## src/design/eucdec_pkg.sv

```systemverilog
// ============================================================================
// EUC decoder package
// Shared types and constants for the EUC byte to wide character decoder.
// ============================================================================
package eucdec_pkg;

    localparam int WC_W      = 32;
    localparam int LEN_W     = 3;
    localparam int CFG_IDX_W = 3;
    localparam int CFG_W     = 32;

    localparam logic [7:0] BYTE_C1_FIRST = 8'h80;
    localparam logic [7:0] BYTE_C1_LAST  = 8'h9f;
    localparam logic [7:0] BYTE_SS2      = 8'h8e;
    localparam logic [7:0] BYTE_SS3      = 8'h8f;

    typedef enum logic [2:0] {
        CLS_EOS,
        CLS_ASCII,
        CLS_C1,
        CLS_SS2,
        CLS_SS3,
        CLS_HIGH
    } cls_t;

    typedef enum logic [1:0] {
        KIND_CHAR    = 2'd0,
        KIND_ILLEGAL = 2'd1,
        KIND_EOS     = 2'd2
    } kind_t;

    typedef enum logic [1:0] {
        CS_NONE  = 2'd0,
        CS_ONE   = 2'd1,
        CS_TWO   = 2'd2,
        CS_THREE = 2'd3
    } codeset_t;

    typedef enum logic [CFG_IDX_W-1:0] {
        CFG_CS1_LEN = 3'd0,
        CFG_CS2_LEN = 3'd1,
        CFG_CS3_LEN = 3'd2,
        CFG_CS1_TAG = 3'd3,
        CFG_CS2_TAG = 3'd4,
        CFG_CS3_TAG = 3'd5
    } cfg_idx_t;

    localparam logic [WC_W-1:0] CS1_TAG_RESET = 32'h3000_0000;
    localparam logic [WC_W-1:0] CS2_TAG_RESET = 32'h1000_0000;
    localparam logic [WC_W-1:0] CS3_TAG_RESET = 32'h2000_0000;

    typedef struct packed {
        cls_t       cls;
        logic [7:0] byte_value;
    } item_t;

endpackage

```

## src/design/eucdec_front.sv

```systemverilog
// ============================================================================
// EUC decoder front end
// Accepts input transactions, classifies each byte and pushes the classified
// item into the queue.
// ============================================================================
module eucdec_front
    import eucdec_pkg::*;
(
    input  logic       s_valid,
    output logic       s_ready,
    input  logic [7:0] s_byte_value,
    input  logic       s_end_of_stream,
    input  logic       q_ready,
    output logic       q_push,
    output item_t      q_item
);

    cls_t cls;

    always_comb begin
        if (s_end_of_stream) begin
            cls = CLS_EOS;
        end else if (s_byte_value < BYTE_C1_FIRST) begin
            cls = CLS_ASCII;
        end else if (s_byte_value == BYTE_SS2) begin
            cls = CLS_SS2;
        end else if (s_byte_value == BYTE_SS3) begin
            cls = CLS_SS3;
        end else if (s_byte_value <= BYTE_C1_LAST) begin
            cls = CLS_C1;
        end else begin
            cls = CLS_HIGH;
        end
    end

    assign s_ready           = q_ready;
    assign q_push            = s_valid & q_ready;
    assign q_item.cls        = cls;
    assign q_item.byte_value = s_byte_value;

endmodule

```

## src/design/eucdec_queue.sv

```systemverilog
// ============================================================================
// EUC decoder item queue
// Short register queue that decouples the front end from the decode stage.
// ============================================================================
module eucdec_queue
    import eucdec_pkg::*;
#(
    parameter int QUEUE_DEPTH = 2
) (
    input  logic  aclk,
    input  logic  aresetn,
    input  logic  push,
    input  item_t push_item,
    output logic  push_ready,
    input  logic  pop,
    output logic  pop_valid,
    output item_t pop_item
);

    localparam int PTR_W = (QUEUE_DEPTH > 1) ? $clog2(QUEUE_DEPTH) : 1;
    localparam int CNT_W = $clog2(QUEUE_DEPTH + 1);
    localparam logic [PTR_W-1:0] PTR_LAST = PTR_W'(QUEUE_DEPTH - 1);
    localparam logic [CNT_W-1:0] CNT_FULL = CNT_W'(QUEUE_DEPTH);

    item_t             mem_reg [QUEUE_DEPTH];
    logic [PTR_W-1:0]  wr_ptr_reg;
    logic [PTR_W-1:0]  rd_ptr_reg;
    logic [CNT_W-1:0]  count_reg;
    logic              do_push;
    logic              do_pop;

    assign push_ready = (count_reg != CNT_FULL);
    assign pop_valid  = (count_reg != '0);
    assign pop_item   = mem_reg[rd_ptr_reg];
    assign do_push    = push & push_ready;
    assign do_pop     = pop & pop_valid;

    always_ff @(posedge aclk) begin
        if (do_push) begin
            mem_reg[wr_ptr_reg] <= push_item;
        end
    end

    always_ff @(posedge aclk) begin
        if (!aresetn) begin
            wr_ptr_reg <= '0;
            rd_ptr_reg <= '0;
            count_reg  <= '0;
        end else begin
            if (do_push) begin
                wr_ptr_reg <= (wr_ptr_reg == PTR_LAST) ? '0 : wr_ptr_reg + 1'b1;
            end
            if (do_pop) begin
                rd_ptr_reg <= (rd_ptr_reg == PTR_LAST) ? '0 : rd_ptr_reg + 1'b1;
            end
            if (do_push && !do_pop) begin
                count_reg <= count_reg + 1'b1;
            end else if (!do_push && do_pop) begin
                count_reg <= count_reg - 1'b1;
            end
        end
    end

endmodule

```

## src/design/eucdec_back.sv

```systemverilog
// ============================================================================
// EUC decoder back end
// Holds the configuration and the sequence state, decodes queued items and
// drives the registered result channel.
// ============================================================================
module eucdec_back
    import eucdec_pkg::*;
#(
    parameter int BITS_PER_BYTE_CODE = 7,
    parameter int MAX_SEQ_LEN        = 4
) (
    input  logic                 aclk,
    input  logic                 aresetn,
    input  logic                 cfg_write,
    input  logic [CFG_IDX_W-1:0] cfg_index,
    input  logic [CFG_W-1:0]     cfg_wdata,
    input  logic                 q_valid,
    input  item_t                q_item,
    output logic                 q_pop,
    output logic                 m_valid,
    input  logic                 m_ready,
    output logic [WC_W-1:0]      m_wide_char,
    output logic [1:0]           m_kind,
    output logic                 m_last_of_run
);

    localparam int BPB    = BITS_PER_BYTE_CODE;
    localparam int CODE_W = MAX_SEQ_LEN * BITS_PER_BYTE_CODE;
    localparam logic [LEN_W-1:0] MAX_LEN = LEN_W'(MAX_SEQ_LEN);

    logic [LEN_W-1:0]  cs1_len_reg;
    logic [LEN_W-1:0]  cs2_len_reg;
    logic [LEN_W-1:0]  cs3_len_reg;
    logic [WC_W-1:0]   cs1_tag_reg;
    logic [WC_W-1:0]   cs2_tag_reg;
    logic [WC_W-1:0]   cs3_tag_reg;

    logic              in_seq_reg, in_seq_next;
    logic [LEN_W-1:0]  rem_reg, rem_next;
    logic [CODE_W-1:0] code_reg, code_next;
    codeset_t          cs_reg, cs_next;

    logic              m_valid_reg;
    logic [WC_W-1:0]   wc_reg;
    kind_t             kind_reg;
    logic              last_reg;

    logic              out_free;
    logic              proceed;
    logic              emit;
    logic [WC_W-1:0]   emit_wc;
    kind_t             emit_kind;
    logic              emit_last;

    logic              idle_emit;
    logic [WC_W-1:0]   idle_wc;
    kind_t             idle_kind;
    logic              idle_start;
    codeset_t          idle_cs;
    logic [LEN_W-1:0]  idle_rem;
    logic [CODE_W-1:0] idle_code;

    logic [BPB-1:0]        part;
    logic [LEN_W-1:0]      cs1_rem;
    logic [CODE_W+BPB-1:0] shifted;
    logic [CODE_W-1:0]     code_cont;
    logic [LEN_W-1:0]      rem_dec;
    logic [WC_W-1:0]       active_tag;

    function automatic logic [LEN_W-1:0] sat_len(input logic [LEN_W-1:0] n);
        sat_len = (n > MAX_LEN) ? MAX_LEN : n;
    endfunction

    assign part      = q_item.byte_value[BPB-1:0];
    assign cs1_rem   = sat_len(cs1_len_reg) - 1'b1;
    assign shifted   = {code_reg, part};
    assign code_cont = shifted[CODE_W-1:0];
    assign rem_dec   = rem_reg - 1'b1;

    always_comb begin
        case (cs_reg)
            CS_TWO:   active_tag = cs2_tag_reg;
            CS_THREE: active_tag = cs3_tag_reg;
            default:  active_tag = cs1_tag_reg;
        endcase
    end

    // Handling of the head item as if the decoder were idle.
    always_comb begin
        idle_emit  = 1'b1;
        idle_wc    = WC_W'(q_item.byte_value);
        idle_kind  = KIND_CHAR;
        idle_start = 1'b0;
        idle_cs    = CS_ONE;
        idle_rem   = cs1_rem;
        idle_code  = CODE_W'(part);
        case (q_item.cls)
            CLS_EOS: begin
                idle_wc   = '0;
                idle_kind = KIND_EOS;
            end
            CLS_SS2: begin
                if (cs2_len_reg != '0) begin
                    idle_emit  = 1'b0;
                    idle_start = 1'b1;
                    idle_cs    = CS_TWO;
                    idle_rem   = sat_len(cs2_len_reg);
                    idle_code  = '0;
                end
            end
            CLS_SS3: begin
                if (cs3_len_reg != '0) begin
                    idle_emit  = 1'b0;
                    idle_start = 1'b1;
                    idle_cs    = CS_THREE;
                    idle_rem   = sat_len(cs3_len_reg);
                    idle_code  = '0;
                end
            end
            CLS_HIGH: begin
                if (cs1_len_reg != '0) begin
                    if (cs1_rem == '0) begin
                        idle_wc = WC_W'(part) | cs1_tag_reg;
                    end else begin
                        idle_emit  = 1'b0;
                        idle_start = 1'b1;
                    end
                end
            end
            default: begin
            end
        endcase
    end

    always_comb begin
        emit        = 1'b0;
        emit_wc     = '0;
        emit_kind   = KIND_CHAR;
        emit_last   = 1'b1;
        q_pop       = 1'b0;
        in_seq_next = in_seq_reg;
        rem_next    = rem_reg;
        code_next   = code_reg;
        cs_next     = cs_reg;
        out_free    = !m_valid_reg || m_ready;

        if (in_seq_reg) begin
            if (q_item.cls == CLS_HIGH) begin
                q_pop     = 1'b1;
                rem_next  = rem_dec;
                code_next = code_cont;
                if (rem_dec == '0) begin
                    emit        = 1'b1;
                    emit_wc     = WC_W'(code_cont) | active_tag;
                    in_seq_next = 1'b0;
                    cs_next     = CS_NONE;
                end
            end else begin
                emit      = 1'b1;
                emit_kind = KIND_ILLEGAL;
                if (idle_emit) begin
                    // The item gets its own result on the next pass.
                    emit_last   = 1'b0;
                    in_seq_next = 1'b0;
                    rem_next    = '0;
                    code_next   = '0;
                    cs_next     = CS_NONE;
                end else begin
                    q_pop       = 1'b1;
                    in_seq_next = 1'b1;
                    rem_next    = idle_rem;
                    code_next   = idle_code;
                    cs_next     = idle_cs;
                end
            end
        end else begin
            q_pop     = 1'b1;
            emit      = idle_emit;
            emit_wc   = idle_wc;
            emit_kind = idle_kind;
            if (idle_start) begin
                in_seq_next = 1'b1;
                rem_next    = idle_rem;
                code_next   = idle_code;
                cs_next     = idle_cs;
            end
        end

        proceed = q_valid && (!emit || out_free);
        q_pop   = q_pop && proceed;
    end

    always_ff @(posedge aclk) begin
        if (!aresetn) begin
            cs1_len_reg <= '0;
            cs2_len_reg <= '0;
            cs3_len_reg <= '0;
            cs1_tag_reg <= CS1_TAG_RESET;
            cs2_tag_reg <= CS2_TAG_RESET;
            cs3_tag_reg <= CS3_TAG_RESET;
            in_seq_reg  <= 1'b0;
            m_valid_reg <= 1'b0;
        end else begin
            if (cfg_write) begin
                case (cfg_index)
                    CFG_CS1_LEN: cs1_len_reg <= cfg_wdata[LEN_W-1:0];
                    CFG_CS2_LEN: cs2_len_reg <= cfg_wdata[LEN_W-1:0];
                    CFG_CS3_LEN: cs3_len_reg <= cfg_wdata[LEN_W-1:0];
                    CFG_CS1_TAG: cs1_tag_reg <= cfg_wdata[WC_W-1:0];
                    CFG_CS2_TAG: cs2_tag_reg <= cfg_wdata[WC_W-1:0];
                    CFG_CS3_TAG: cs3_tag_reg <= cfg_wdata[WC_W-1:0];
                    default: begin
                    end
                endcase
            end
            if (proceed) begin
                in_seq_reg <= in_seq_next;
            end
            if (proceed && emit) begin
                m_valid_reg <= 1'b1;
            end else if (m_ready) begin
                m_valid_reg <= 1'b0;
            end
        end
    end

    always_ff @(posedge aclk) begin
        if (proceed) begin
            rem_reg  <= rem_next;
            code_reg <= code_next;
            cs_reg   <= cs_next;
        end
        if (proceed && emit) begin
            wc_reg   <= emit_wc;
            kind_reg <= emit_kind;
            last_reg <= emit_last;
        end
    end

    assign m_valid       = m_valid_reg;
    assign m_wide_char   = wc_reg;
    assign m_kind        = kind_reg;
    assign m_last_of_run = last_reg;

    a_seq_has_remaining: assert property (@(posedge aclk) disable iff (!aresetn)
        in_seq_reg |-> (rem_reg != '0))
        else $error("sequence active with no bytes remaining");

    a_seq_has_codeset: assert property (@(posedge aclk) disable iff (!aresetn)
        in_seq_reg |-> (cs_reg != CS_NONE))
        else $error("sequence active without a codeset");

    a_split_leaves_idle: assert property (@(posedge aclk) disable iff (!aresetn)
        (proceed && emit && !emit_last) |=> (!in_seq_reg && q_valid))
        else $error("broken sequence did not return to idle with item held");

    a_pop_needs_item: assert property (@(posedge aclk) disable iff (!aresetn)
        q_pop |-> q_valid)
        else $error("pop from an empty queue");

    a_emit_needs_room: assert property (@(posedge aclk) disable iff (!aresetn)
        (m_valid && !m_ready) |=> ($stable(m_wide_char) && $stable(m_kind)))
        else $error("stalled result overwritten");

endmodule

```

## src/design/euc_byte_to_wide_char_decoder.sv

```systemverilog
// ============================================================================
// EUC byte to wide character decoder
// Decodes a stream of Extended Unix Code bytes into wide characters, with an
// illegal-sequence report when a multibyte sequence is broken.
// ============================================================================
//  Channel  Direction  Handshake           Payload
//  s_       in         s_valid / s_ready   s_byte_value, s_end_of_stream
//  m_       out        m_valid / m_ready   m_wide_char, m_kind, m_last_of_run
//  cfg_     in         cfg_write           cfg_index, cfg_wdata
//
//  One input transaction is taken per cycle while the queue has room.
//  An item that breaks a sequence and then yields its own character is held
//  at the queue head for a second pass, which bounds throughput for such items.
//  An input is stored in the queue, then its result is registered at the output.
//  The input side stalls only when the QUEUE_DEPTH entry queue is full.
//  Reset is synchronous; no clearing pass follows it.
// ============================================================================
module euc_byte_to_wide_char_decoder
    import eucdec_pkg::*;
#(
    parameter int BITS_PER_BYTE_CODE = 7,
    parameter int MAX_SEQ_LEN        = 4,
    parameter int QUEUE_DEPTH        = 2
) (
    input  logic                 aclk,
    input  logic                 aresetn,
    input  logic                 cfg_write,
    input  logic [CFG_IDX_W-1:0] cfg_index,
    input  logic [CFG_W-1:0]     cfg_wdata,
    input  logic                 s_valid,
    output logic                 s_ready,
    input  logic [7:0]           s_byte_value,
    input  logic                 s_end_of_stream,
    output logic                 m_valid,
    input  logic                 m_ready,
    output logic [WC_W-1:0]      m_wide_char,
    output logic [1:0]           m_kind,
    output logic                 m_last_of_run
);

    logic  q_push;
    item_t q_push_item;
    logic  q_push_ready;
    logic  q_pop;
    logic  q_pop_valid;
    item_t q_pop_item;

    eucdec_front u_front (
        .s_valid         (s_valid),
        .s_ready         (s_ready),
        .s_byte_value    (s_byte_value),
        .s_end_of_stream (s_end_of_stream),
        .q_ready         (q_push_ready),
        .q_push          (q_push),
        .q_item          (q_push_item)
    );

    eucdec_queue #(
        .QUEUE_DEPTH (QUEUE_DEPTH)
    ) u_queue (
        .aclk       (aclk),
        .aresetn    (aresetn),
        .push       (q_push),
        .push_item  (q_push_item),
        .push_ready (q_push_ready),
        .pop        (q_pop),
        .pop_valid  (q_pop_valid),
        .pop_item   (q_pop_item)
    );

    eucdec_back #(
        .BITS_PER_BYTE_CODE (BITS_PER_BYTE_CODE),
        .MAX_SEQ_LEN        (MAX_SEQ_LEN)
    ) u_back (
        .aclk          (aclk),
        .aresetn       (aresetn),
        .cfg_write     (cfg_write),
        .cfg_index     (cfg_index),
        .cfg_wdata     (cfg_wdata),
        .q_valid       (q_pop_valid),
        .q_item        (q_pop_item),
        .q_pop         (q_pop),
        .m_valid       (m_valid),
        .m_ready       (m_ready),
        .m_wide_char   (m_wide_char),
        .m_kind        (m_kind),
        .m_last_of_run (m_last_of_run)
    );

endmodule

```

## config.mk

```make
export PLATFORM = sky130hd
export DESIGN_NAME = euc_byte_to_wide_char_decoder
export DESIGN_NICKNAME = d
export VERILOG_FILES = /design/src/design/eucdec_pkg.sv /design/src/design/eucdec_front.sv /design/src/design/eucdec_queue.sv /design/src/design/eucdec_back.sv /design/src/design/euc_byte_to_wide_char_decoder.sv
export SDC_FILE = /design/constraint.sdc
export NUM_CORES = 1
export LEC_CHECK = 0
export ABC_AREA = 1
export BUFFER_PORTS_ARGS = -buffer_cell sky130_fd_sc_hd__clkbuf_2
export CAP_MARGIN = 20
export CORE_MARGIN = 3
export CORE_UTILIZATION = 58
export CTS_CLUSTER_SIZE = 40
export DETAILED_ROUTE_END_ITERATION = 12
export PLACE_DENSITY_LB_ADDON = 0.05
export SLEW_MARGIN = 40
export SYNTH_ARGS = -nofsm -noshare
export SYNTH_HDL_FRONTEND = slang
export SYNTH_HIERARCHICAL = 1
export SYNTH_SLANG_ARGS = --single-unit
```

## constraint.sdc

```tcl
create_clock -name aclk -period 4.1 [get_ports aclk]
set_clock_uncertainty 0.15 [all_clocks]
set_input_delay 0.615 -clock aclk [delete_from_list [all_inputs] [get_ports aclk]]
set_output_delay 0.615 -clock aclk [all_outputs]
set_load 0.1 [all_outputs]
```

* Word level (Yosys, flattened, before mapping) *
Memory sizes are Yosys's and may differ from the RTL's. A register that Yosys moved wholly into a read port is not among the register bits.
Index checks and enable logic that the tools add are counted.
W data, S select, Z words.

storage, ports and cells
  flip-flop bits (word level) = 172
  bits in writable memories = 22
  input bits = 49
  output and inout bits = 37
  logic and storage cells = 148
  memories kept = 1

memories
  name             depth  bits a word  rd ports  clocked after memory_dff  write ports  RTL line            text
  u_queue.mem_reg  2      11           1         1                         1            eucdec_queue.sv:25  item_t mem_reg [QUEUE_DEPTH];

operators by class
  add/subtract/negate cells = 6
  magnitude comparators = 5
  equality and inequality tests = 14
  multiplexer cells = 70
  bitwise logic cells = 5
  reductions and logical operators = 30

operators by type and width
  cell                   count
  $mux W32               5
  $pmux W32 S2           2
  $mux W21               3
  $mux W3                14
  $or A28 B32 Y32        1
  $or A7 B32 Y32         1
  $mux W1                27
  $mux W2                11
  $mux W7                3
  $eq A8 B8 Y1 const B   2
  $pmux W7 S2            1
  $reduce_and A2 Y1      7
  $eq A3 B3 Y1 const B   4
  $logic_not A3 Y1       4
  $eq A3 B2 Y1 const B   3
  $gt A3 B3 Y1 const B   3
  $reduce_bool A3 Y1     3
  $le A8 B8 Y1 const B   1
  $lt A8 B8 Y1 const B   1
  $reduce_bool A2 Y1     4
  $pmux W1 S3            2
  $pmux W3 S2            1
  $sub A3 B1 Y3 const B  2
  $logic_and A1 B1 Y1    5
  other kinds (12)       20

* Depth between registers and ports, before layout *
Gate-level depths: netlist (run 1).

  depth in word-level cells = 16
  depth in mapped cells = 22

* By module *
The synthesis (run 1) kept the hierarchy.

modules (own cells, without submodules)
  module        times used  cells each  area each (µm²)  seq. area each (µm²)
  eucdec_back   1           781         6974.2           3973.8
  eucdec_queue  1           71          1047.3           760.7
  eucdec_front  1           33          168.9            0.0

* Worst setup path after synthesis (run 1) *
No wires, ideal clock.

  path type = register to register
  start = reg with a tool-made name
  end = reg u_back.kind_reg[0], in the netlist u_back/m_kind[0] (enable)
  setup time = 390 ps
  arrival time = 2336 ps
  setup slack = 1224 ps
  cell stages (with the launch flop) = 12
  path buffers = 1
  cells stage by stage = dfxtp_1 -> buf_6 -> mux2_2 -> nand2_1 -> nor2_2 -> nand2_1 -> nand2_1 -> nor2_1 -> nand2_1 -> a21oi_1 -> nand3_1 -> inv_1

RTL lines
  item                  RTL line            text
  to (signal assigned)  eucdec_back.sv:235  kind_reg <= emit_kind;
  to (decl)             eucdec_back.sv:45   kind_t kind_reg;

==> impl_metrics.toml, run 1 <==
[synthesis]
synth-edff-count = 83
syn-num-nets = 939
synth_top_area_cell = "edfxtp_1"
syn_inst = 885
synth-warning-count = 6
ys_types = 38
yosysSeqAreaShare = 0.5781
synth_seq_cells = 195
synth_top_area_frac = 0.3043
syn_avg_cell_area_um2 = 9.255
synth_area_leaders = "edfxtp_1, dfxtp_1, nor2_1"
netlist_area_um2 = 8190
ys_async_sr_fraction = 0
synth-main-ff-cell = "dfxtp_1"

[pwr]
p_comb_frac = 0.357
p_clk_frac = 0.241
vdd_drop_max_mv = 0.7291
p_switching_mw = 2.783
swShare = 0.4269
leakage_nw = 3.833
p_per_area_nw_per_um2 = 705.7
pwr-share-seq = 0.402
power.total_mw = 6.518
internal-power_mw = 3.735

[timing]
fmaxAchievable_mhz = 305.4
period_minus_slack_ps = 3274
setup_viol = 0
tns_ps = 0
fin_crit_sh = 0.7985
tightest_slew_ps = 788.0
rsz0062_at_grt = "false"
hold_violations = 0
slew_viol_final = 0
relSlewSlack = 0.4739

[setup_path]
r2r_end = "u_back/m_last_of_run"
cpMaxStageDelayCell = "dfxtp_1"
worstPathArrival_ps = 3240
rr_worst_depth = 11
r2r_slack_ps = 830
worst_setup_path_start_kind = "flop"
worst-endpoint-required_ps = 4060
crit_top_cell = "nand2_1"
crit_chain = "mux2_2 -> nand2_1 -> nor2_2 -> nand2_1 -> nand2_1 -> nor2_1 -> nand2_1 -> a21oi_1 -> nand3_1 -> inv_1 -> buf_4"
crit_type = "reg -> reg"
critPathMaxFanout = 14
critical_path.max_stage_delay_ps = 610
endpoint_kind = "flop"

[clock_tree]
htree_levels = 4
numCtsBuffers = 17
clk_pin_slew_ps = 70
root_buffer = "clkbuf_16"
cts_tree = "yes"
ctsResizeCount = 0
cts_buffer_depth = 2
post_cts_buffers = 0
clock_latency_ps = 430
clock_sinks = 195
hold_buffers = 0

[die]
ioPinCount = 86
initial_core_util = 0.6064
core_area_um2 = 13510
die_x_um = 124.8
rows = 42
dieHeight_um = 124.8
die_area_um2 = 15580

[global_route]
grt_max_degree = 73
grt_pass1_wl_mm = 31.40
grt.overflow.total = 0
antenna_found_initial = 0
gr-usage-all-layers = 0.2508
grt_pass1_vias = 6189

[min_path]
hp-class = "in -> reg"
hold_depth = 1
hp-start = "s_byte_value[2]"
hold-path-endpoint = "u_queue/mem_reg[1][2]"

[place]
routabilityCongestion = 0.8451
numPortBuffers = 85
dp_hpwl_mm = 12.78

[layout]
area_growth_pct = 12.77
n_fill_cell = 1063
nNetsFinal = 1001
drive_gt1_frac = 0.1927
antenna_cells = 0

[detailed_routing]
wl_mm = 19.65
antenna_left = 0
first_pass_iters = 7
wl_per_cell_um = 17.30
vias_per_cell = 5.608
drt_iter0_markers = 590
drc = 0
vias = 6371

[status]
status = "finished, final reports clean"

[job]
cap_violations = 0
-- placed cells by master (no fill, tap or decap), drive strengths merged, types with 5 or more instances in the layout --
cell type    n
clkbuf     109
ha           5
edfxtp      83
a221oi      21
mux2        11
a22o        13
inv        106
nand3       18
buf         10
dfxtp      112
a21oi       52
nand2       51
o21ai      125
clkinv       8
nor2       204
o22ai       21
-- synth_stat cells (3+ instances only) --
cell / instances
inv_2: 10
nand2_1: 49
o22ai_2: 20
nor2_1: 199
o21ai_1: 17
nand3_1: 16
buf_6: 3
clkbuf_1: 35
a22o_1: 13
a221oi_1: 21
buf_2: 4
a21oi_1: 51
ha_1: 5
buf_4: 9
o21ai_0: 107
mux2_2: 11
inv_1: 94
edfxtp_1: 83
nor2_2: 4
dfxtp_1: 112
-- stage by stage --
| stage | cells | hold WS, ps | setup WS [ps] | utilization | instance area (um^2) |
|---|---|---|---|---|---|
| 2_1_floorplan | 885 | 279.7 | 1224 | - | 8190 |
| 3_5_place_dp | 1104 | 292.7 | 831.0 | 0.6429 | 8682 |
| 5_1_grt | 1136 | 230.0 | 562.7 | 0.6839 | 9236 |
| 6_report | 1136 | 240.2 | 826.0 | 0.6839 | 9236 |
| 4_1_cts | 1136 | 228.4 | 811.7 | 0.6839 | 9236 |
| 3_3_place_gp | 1103 | 290.6 | 916.4 | 0.6408 | 8655 |
-- power by group through the flow --
stage	registers, mW	clock network (mW)	logic, mW
after detailed placement	2.66	0	2.32
final	2.62	1.57	2.33
after global routing	2.65	1.68	2.47
after floorplan	3.72	0	0.767
after global placement	2.65	0	2.28
after CTS	2.62	1.59	2.33
-- per-layer routing --
layer  track usage  share of wire
met5             0              0
met4       0.08418          0.018
met3       0.05789          0.061
met2        0.4240           0.49
met1        0.3190           0.43
-- critical path, delay by kind of cell (launching register included) --
kind | cells | cell delay (ps)
AO/OA/AOI/OAI | 1 | 210
buffers and inverters | 2 | 740
flip-flops | 1 | 610
multiplexers | 1 | 440
AND/OR/NAND/NOR | 7 | 790
-- kinds of logic after synthesis --
group	count (synthesis)	share of synthesized area
compound gates	236	0.1813
xor+xnor	1	0.001070
fa+ha+maj	5	0.007638
buf+inv	158	0.08005
flops	195	0.5781
mux	11	0.01512
simple gates	279	0.1367
-- worst max path at each step --
stage / from / endpoint / slack (ps) / cells past startpoint
finish: flop / u_back/m_last_of_run / 830 / 11
global route: flop / u_back/m_last_of_run / 560 / 11
CTS: flop / u_back/m_last_of_run / 810 / 11
detailed placement: flop / u_back/m_kind[0] / 830 / 11
global placement: flop / u_back/m_wide_char[5] / 920 / 11
floorplan: flop / u_back/m_kind[0] / 1220 / 11
-- cell type report --
type                    count  area, um^2  area share
repair buffers             95       513.0     0.05554
multi-input cells         532        2813      0.3045
inverters                 106       401.6     0.04348
clock buffers              24       506.7     0.05486
flip-flops and latches    195        4735      0.5126
clock inverters             8       47.55    0.005148
well taps                 176       220.2     0.02384
Note: power is estimated with default switching activity, not from simulation.
==> run 2: changes to the inputs <==
Clock period 4.1 ns to 3.3 ns, I/O delays scaled along.
==> impl_metrics.toml, run 2 (synthesized netlist as in run 1, its figures left out) <==
[place]
routabilityCongestion = 0.8396
dp_hpwl_mm = 12.80
numPortBuffers = 85

[die]
die_area_um2 = 15580
ioPinCount = 86
initial_core_util = 0.6064
rows = 42
core_area_um2 = 13510
dieHeight_um = 124.8
die_x_um = 124.8

[clock_tree]
ctsResizeCount = 0
root_buffer = "clkbuf_16"
numCtsBuffers = 17
post_cts_buffers = 0
cts_tree = "yes"
clock_latency_ps = 430
htree_levels = 4
clock_sinks = 195
hold_buffers = 0
clk_pin_slew_ps = 70
cts_buffer_depth = 2

[status]
status = "finished, final reports clean"

[layout]
final_cell_mix = "nor2_1, dfxtp_1, o21ai_0"
area_growth_pct = 13.96
final_common_cell = "nor2_1"
utilization = 0.6911
nNetsFinal = 1002
multiInputGateArea_um2 = 2813
seq_area_um2 = 4735
antenna_cells = 0
n_fill_cell = 1043
drive_gt1_frac = 0.1915

[setup_path]
endpoint_kind = "flop"
worst-endpoint-required_ps = 3470
critPathMaxFanout = 19
crit_type = "reg -> reg"
worstPathArrival_ps = 3090
worst_setup_path_start_kind = "flop"

[timing]
fin_crit_sh = 0.8855
rsz0062_at_grt = "false"
hold_slack_ps = 118.4
period_minus_slack_ps = 2922
slew_viol_final = 0
relSlewSlack = 0.4656
fmaxAchievable_mhz = 342.2
setup_viol = 0
tightest_slew_ps = 801.6
hold_violations = 0
tns_ps = 0

[global_route]
grt.overflow.total = 0
grt_pass1_wl_mm = 32.25
gr-usage-all-layers = 0.2563
grt_pass1_vias = 6355
grt_max_degree = 69
antenna_found_initial = 0

[min_path]
hp-class = "in -> reg"

[pwr]
vdd_drop_max_mv = 0.8147
leakage_nw = 3.868
p_per_area_nw_per_um2 = 890.6

[detailed_routing]
first_pass_iters = 5
antenna_left = 0
drt_iter0_markers = 751
vias_per_cell = 5.652
wl_mm = 19.80
drc = 0
vias = 6426
wl_per_cell_um = 17.41

[job]
cap_violations = 0
run 2: worst max-delay path, cell delays in order, from the launching register on:
cell and delay, ps:
dfxtp_1 390, mux2_2 410, inv_2 60, nand3_2 80, nor2_2 130, inv_2 170, nor2_2 230, inv_2 50
nand3_2 100, nand2_1 90, nor2_1 110, o21a_1 170, inv_1 50, ha_1 290, inv_1 80, nand4_1 110
nand2_1 90, nor2_1 50
run 2: through the flow:
step	cell area, um^2	instances	worst slack (ps)	power (mW)
2_1_floorplan	8190	885	424.3	5.579
3_3_place_gp	8707	1105	534.9	6.168
3_5_place_dp	8715	1105	405.1	6.208
4_1_cts	9334	1137	384.2	8.333
5_1_grt	9334	1137	127.9	8.631
6_report	9334	1137	378.0	8.313
run 2: area by class of cell:
type / instances / area share
flip-flops and latches: 195 / 0.5072
multi-input cells: 532 / 0.3013
repair buffers: 96 / 0.05845
clock buffers: 25 / 0.05657
inverters: 106 / 0.04303
well taps: 176 / 0.02359
clock inverters: 7 / 0.009786
run 2: path summary, 6_finish.rpt:
check	cells after the start	startpoint	slack (ps)	to
min	1	s_byte_value[5]	120	u_queue/mem_reg[1][5]
max	17	flop	380	u_queue/count_reg[1]
min reg2reg	2	u_back/cs1_tag_reg[3]	310	u_back/cs1_tag_reg[3]
max reg2reg	17	flop	380	u_queue/count_reg[1]
run 2: power breakdown:
part	switching (mW)	internal (mW)	total, mW	leakage (nW)
sequential	0.182	3.06	3.24	1.70
combinational	2.41	0.524	2.94	1.86
clock	0.869	1.27	2.14	0.304
total	3.46	4.85	8.31	3.87
run 2: metal layers:
metal  track usage  wire, um  vias up
li1              -         -     3099
met1        0.3225      8242     3053
met2        0.4418      9972      237
met3       0.06518      1244       37
met4       0.06824       337        0
met5             0         0        -
